--- src/hw/rtl/column_max_brightness_tracker_core_defines.svh ---
// assertion macros for the column max brightness tracker
`ifndef COLUMN_MAX_BRIGHTNESS_TRACKER_CORE_DEFINES_SVH
`define COLUMN_MAX_BRIGHTNESS_TRACKER_CORE_DEFINES_SVH
`ifndef SYNTHESIS
`define CMBT_ASSERT(lbl, prop) \
  lbl: assert property (@(posedge clk_i) disable iff (!rst_ni) (prop)) \
    else $error("cmbt assertion failed");
`define CMBT_ASSERT_NEVER(lbl, prop) `CMBT_ASSERT(lbl, !(prop))
`else
`define CMBT_ASSERT(lbl, prop)
`define CMBT_ASSERT_NEVER(lbl, prop)
`endif
`endif

--- src/hw/rtl/cmbt_pkg.sv ---
// shared types and constants of the column max brightness tracker
`default_nettype none
package cmbt_pkg;

  localparam int unsigned COLUMNS    = 1024;
  localparam int unsigned ADDR_W     = $clog2(COLUMNS);
  localparam int unsigned COL_W      = 10;
  localparam int unsigned CHAN_W     = 8;
  localparam int unsigned NORM_W     = 18;
  localparam int unsigned COLOUR_W   = 3 * CHAN_W;
  localparam int unsigned ENTRY_W    = NORM_W + COLOUR_W;
  localparam int unsigned FIFO_DEPTH = 4;
  localparam int unsigned FIFO_PTR_W = $clog2(FIFO_DEPTH);
  localparam int unsigned FIFO_CNT_W = FIFO_PTR_W + 1;

  localparam logic [CHAN_W-1:0] SAT_LEVEL = 8'd255;

  typedef enum logic {
    CMD_ACCUM = 1'b0,
    CMD_READ  = 1'b1
  } cmd_e;

  typedef enum logic {
    ST_CLEAR,
    ST_RUN
  } clr_state_e;

  typedef struct packed {
    logic                en;
    logic [ADDR_W-1:0]   addr;
    logic [ENTRY_W-1:0]  data;
  } mem_wr_t;

  typedef struct packed {
    logic [COL_W-1:0]  column;
    logic [CHAN_W-1:0] blue;
    logic [CHAN_W-1:0] green;
    logic [CHAN_W-1:0] red;
    logic              sat;
  } result_t;

endpackage
`default_nettype wire

--- src/hw/rtl/cmbt_fifo.sv ---
// small result queue between the update stage and the output channel
`default_nettype none
module cmbt_fifo import cmbt_pkg::*; (
  input  wire logic                  clk_i,
  input  wire logic                  rst_ni,
  input  wire logic                  push_i,
  input  wire result_t               push_data_i,
  input  wire logic                  pop_i,
  output logic                       valid_o,
  output result_t                    data_o,
  output logic      [FIFO_CNT_W-1:0] count_o
);

  result_t               buf_q [FIFO_DEPTH];
  logic [FIFO_PTR_W-1:0] wr_ptr_q, wr_ptr_d;
  logic [FIFO_PTR_W-1:0] rd_ptr_q, rd_ptr_d;
  logic [FIFO_CNT_W-1:0] count_q, count_d;
  logic                  do_pop;

  assign do_pop = pop_i && (count_q != '0);

  always_comb begin
    wr_ptr_d = push_i ? wr_ptr_q + 1'b1 : wr_ptr_q;
    rd_ptr_d = do_pop ? rd_ptr_q + 1'b1 : rd_ptr_q;
    count_d  = count_q + FIFO_CNT_W'(push_i) - FIFO_CNT_W'(do_pop);
  end

  always_ff @(posedge clk_i or negedge rst_ni) begin
    if (!rst_ni) begin
      wr_ptr_q <= '0;
      rd_ptr_q <= '0;
      count_q  <= '0;
    end else begin
      wr_ptr_q <= wr_ptr_d;
      rd_ptr_q <= rd_ptr_d;
      count_q  <= count_d;
    end
  end

  always_ff @(posedge clk_i) begin
    if (push_i) begin
      buf_q[wr_ptr_q] <= push_data_i;
    end
  end

  assign valid_o = count_q != '0;
  assign data_o  = buf_q[rd_ptr_q];
  assign count_o = count_q;

endmodule
`default_nettype wire

--- config.mk ---
export PLATFORM = sky130hd
export DESIGN_NAME = cmbt_fifo
export DESIGN_NICKNAME = d
export VERILOG_FILES = /design/src/hw/rtl/column_max_brightness_tracker_core_defines.svh /design/src/hw/rtl/cmbt_pkg.sv /design/src/hw/rtl/cmbt_fifo.sv
export SDC_FILE = /design/constraint.sdc
export NUM_CORES = 1
export LEC_CHECK = 0
export ABC_AREA = 1
export BUFFER_PORTS_ARGS = -buffer_cell sky130_fd_sc_hd__buf_4
export CAP_MARGIN = 20
export CELL_PAD_IN_SITES_DETAIL_PLACEMENT = 1
export CELL_PAD_IN_SITES_GLOBAL_PLACEMENT = 2
export CORE_MARGIN = 2
export CORE_UTILIZATION = 35
export CTS_CLUSTER_SIZE = 20
export DETAILED_ROUTE_END_ITERATION = 8
export PLACE_DENSITY_LB_ADDON = 0.08
export SETUP_SLACK_MARGIN = 0.4
export SYNTH_ARGS = -nofsm -noshare
export SYNTH_HDL_FRONTEND = slang
export SYNTH_SLANG_ARGS = --single-unit
--- constraint.sdc ---
create_clock -name clk_i -period 2.1 [get_ports clk_i]
set_clock_uncertainty 0.1 [all_clocks]
set_input_delay 0.21 -clock clk_i [delete_from_list [all_inputs] [get_ports clk_i]]
set_output_delay 0.21 -clock clk_i [all_outputs]
set_load 0.01 [all_outputs]
==> results.rst <==
.. list-table::
   :header-rows: 1

   * - Metric
     - Value
   * - Residual DRC
     - 0
   * - Overall routing resource usage
     - 16.6%
   * - Hold WS
     - 0.0313 ns
   * - Kind of critical path
     - register to primary output
   * - Worst-case headroom to the max-slew limit
     - 86.0%
   * - End-of-flow core utilization
     - 52.1%
   * - End of the worst register-to-register path
     - count_o[2]$_DFF_PN0_
   * - Stage delay of the slowest cell on the critical path
     - 0.51 ns
   * - Number of top-level pins
     - 78
   * - Post-synth net total
     - 541
   * - Most common cell after layout, fill and taps aside
     - sky130_fd_sc_hd__edfxtp_1
   * - Clock net sink count
     - 147
   * - Tightest Pin Transition
     - 0.210 ns
   * - Count of yosys warnings during synthesis
     - 0
   * - Routed vias/inst
     - 4.63
   * - Hold violation count in the final report
     - 0
   * - Result of the run
     - complete, no violations
   * - Number of buffers and inverters on the critical path
     - 3
   * - Clock tree from TritonCTS
     - yes
   * - Required time worst endpoint
     - 1.79 ns
   * - Crit-path cells
     - buf_12 -> clkbuf_16 -> nor2_2 -> nor2_1 -> o21ai_1 -> nand2_1 -> buf_6
   * - Wire length of the first global-routing pass
     - 22200 um
   * - Count of input and output buffers
     - 77
   * - Depth of the worst register-to-register path
     - 11
   * - Setup repair after global routing missed its margin
     - true
   * - Reg-to-Reg Start
     - count_o[0]$_DFF_PN0_
   * - Min-delay worst type
     - input port to async pin
   * - CTS root buf
     - sky130_fd_sc_hd__clkbuf_16
   * - Synth area leaders
     - sky130_fd_sc_hd__edfxtp_1 71%, sky130_fd_sc_hd__nand2_1 7.7%, sky130_fd_sc_hd__nor2_1 4.5%, sky130_fd_sc_hd__o21ai_0 3.5%, sky130_fd_sc_hd__inv_1 3.0%
   * - Arrival time worst endpoint
     - 1.72 ns
   * - Beginning of the critical path
     - rd_ptr_q[0]$_DFFE_PN0P_
   * - Via count of the first global-routing pass
     - 4166
   * - Remaining number of nets flagged by the antenna check after routing
     - 0
   * - Leading area contributor after synthesis
     - sky130_fd_sc_hd__edfxtp_1
   * - Detailed-router iteration count before antenna repair
     - 4
   * - Initial cell density of the core
     - 35.8%
   * - Horizontal extent of the die
     - 134 um
   * - Highest net fanout along the worst path
     - 7
   * - PD cells
     - 1470 nW/um2
   * - Violation count after the first detailed-routing iteration
     - 243
   * - Yosys cell types
     - 18
   * - Worst-Skew Late Latency
     - 0.42 ns
   * - Maximum vdd drop
     - 0.762 mV
   * - Gr ovfl total
     - 0
   * - Std cell rows
     - 47
   * - Total Routed Length
     - 16000 um
   * - Antenna violations before repair
     - 0
   * - Sequential fraction of the synthesis area
     - 74.1%
   * - Clock Tree Buf Depth
     - 2
   * - Top library cells by usage in the layout, fill and taps aside
     - 140 x sky130_fd_sc_hd__edfxtp_1, 116 x sky130_fd_sc_hd__nand2_1, 72 x sky130_fd_sc_hd__buf_4
   * - Cell family with the largest share of critical-path delay
     - flip-flops
   * - Final slew viol count
     - 0
   * - Period utilisation layout
     - 96.8%
   * - Share of the synthesized area in the top cell type
     - 71.1%
   * - H-tree lvl count
     - 4
   * - Flops & latches, synth
     - 147
   * - Total die area
     - 17900 um2
   * - Layout cells sized above 1
     - 31.3%
   * - Final #Nets
     - 695
   * - Static leakage power
     - 0.00343 uW
   * - MaxCap Viol Count
     - 0
   * - Setup slack on the worst flop-to-flop path
     - 0.13 ns
   * - Maximum number of pins on one net before global-route repair
     - 55
   * - Placer congestion estimate
     - 0.691
   * - Via Count
     - 4081
   * - Number of antenna repair diodes
     - 0
   * - Number of setup violations in the final report
     - 0
   * - Startpoint class of the critical path
     - register
   * - Overall power of the completed layout
     - 12700 uW
   * - Post-Syn Area per Cell
     - 11.9 um2
   * - Number of buffers added by the clock tree synthesis step
     - 17
   * - Cell count after synthesis
     - 495
   * - Per-cell routed wire length
     - 18.1 um
   * - Clock transition at the registers of the reported paths
     - 0.06 ns
   * - Fin crit period
     - 2.03 ns
   * - Summed instance area of the synthesized netlist
     - 5910 um2
   * - FMAX
     - 0.492 GHz
   * - Critical Path End Type
     - primary output
   * - Slowest stage cell on the critical path
     - sky130_fd_sc_hd__dfrtp_4
   * - Y dimension of the die
     - 134 um
   * - Area inside the core boundary
     - 16500 um2
   * - Half-perimeter wire length after detailed placement
     - 7910 um
   * - Area grow syn2layout
     - 45.7%
[logic make-up after synthesis]
| kind of cell | synth area share [%] |
|---|---|
| AOI/OAI and AO/OA | 6.01 |
| xor gates and xnor gates | 0.445 |
| and+or+nand+nor | 12.4 |
| buffers and inverters | 5.48 |
| DFF | 74.1 |
| adders and majority gates | 1.61 |
[how the worst max path moves through the flow]
stage	end	slack (ns)	depth (start not counted)
4_1_cts	count_o[2]$_DFF_PN0_	0.09	11
5_1_grt	data_o[10]	-0.003	7
6_report	data_o[21]	0.07	7
3_3_place_gp	count_o[2]$_DFF_PN0_	0.08	11
3_5_place_dp	count_o[2]$_DFF_PN0_	0.02	11
2_1_floorplan	count_o[2]$_DFF_PN0_	0.09	11
[synth_stat cells]
cell type,instances
sky130_fd_sc_hd__edfxtp_1,140
sky130_fd_sc_hd__nand2_1,121
sky130_fd_sc_hd__nor2_1,71
sky130_fd_sc_hd__inv_1,48
sky130_fd_sc_hd__o21ai_0,41
sky130_fd_sc_hd__o21ai_1,30
sky130_fd_sc_hd__buf_2,8
sky130_fd_sc_hd__dfrtp_1,7
sky130_fd_sc_hd__clkbuf_1,6
sky130_fd_sc_hd__ha_1,6
sky130_fd_sc_hd__buf_6,5
sky130_fd_sc_hd__buf_1,2
sky130_fd_sc_hd__clkbuf_2,2
sky130_fd_sc_hd__inv_2,2
sky130_fd_sc_hd__nand3_1,2
sky130_fd_sc_hd__xor2_1,2
sky130_fd_sc_hd__fa_1,1
sky130_fd_sc_hd__xnor2_1,1
[through the flow]
step	cells	area, um2	setup WS (ns)	setup TNS, ns
after CTS	868	8040	0.0949	0
after detailed placement	783	6910	0.0225	0
final	882	8610	0.0669	0
after floorplan	495	5940	0.0883	0
after global routing	882	8610	-0.00349	-0.00584
after global placement	783	6910	0.0796	0
[registers in the layout (all words and copies together), names as in the netlist]
| register | cells |
|---|---|
| rd_ptr_q | 2 |
| buf_q | 140 |
| count_o | 3 |
| wr_ptr_q | 2 |
[per-layer routing]
| metal | GRT usage [%] | share of wire [%] | up-vias |
|---|---|---|---|
| li1 | - | - | 1962 |
| met1 | 21.3 | 46 | 2032 |
| met2 | 27.6 | 49 | 75 |
| met3 | 4.12 | 3.5 | 12 |
| met4 | 5.50 | 0.96 | 0 |
| met5 | 0 | 0 | - |
[final cells by class]
cell class | instances | area (um2)
clock buffer | 19 | 433
clock inverter | 13 | 93.8
fill | 1706 | 7920
inverter | 50 | 215
multi-input combinational | 275 | 1460
sequential | 147 | 4380
tap | 220 | 275
timing repair buffer | 158 | 1750
[repair_timing]
action                                 4_1_cts  5_1_grt
resized for setup                           13      122
hold buffers                                38        0
buffers inserted                            13        3
endpoints found under the hold margin      150        0
gates cloned                                 2       11
pin swaps                                    7       57
setup endpoints to repair                  141       37
[where the power goes]
group          switching [uW]  total, uW  internal, uW
sequential                213       4070          3860
combinational            3090       5830          2740
clock                    1150       2750          1600
(Power assumes the default switching activity.)
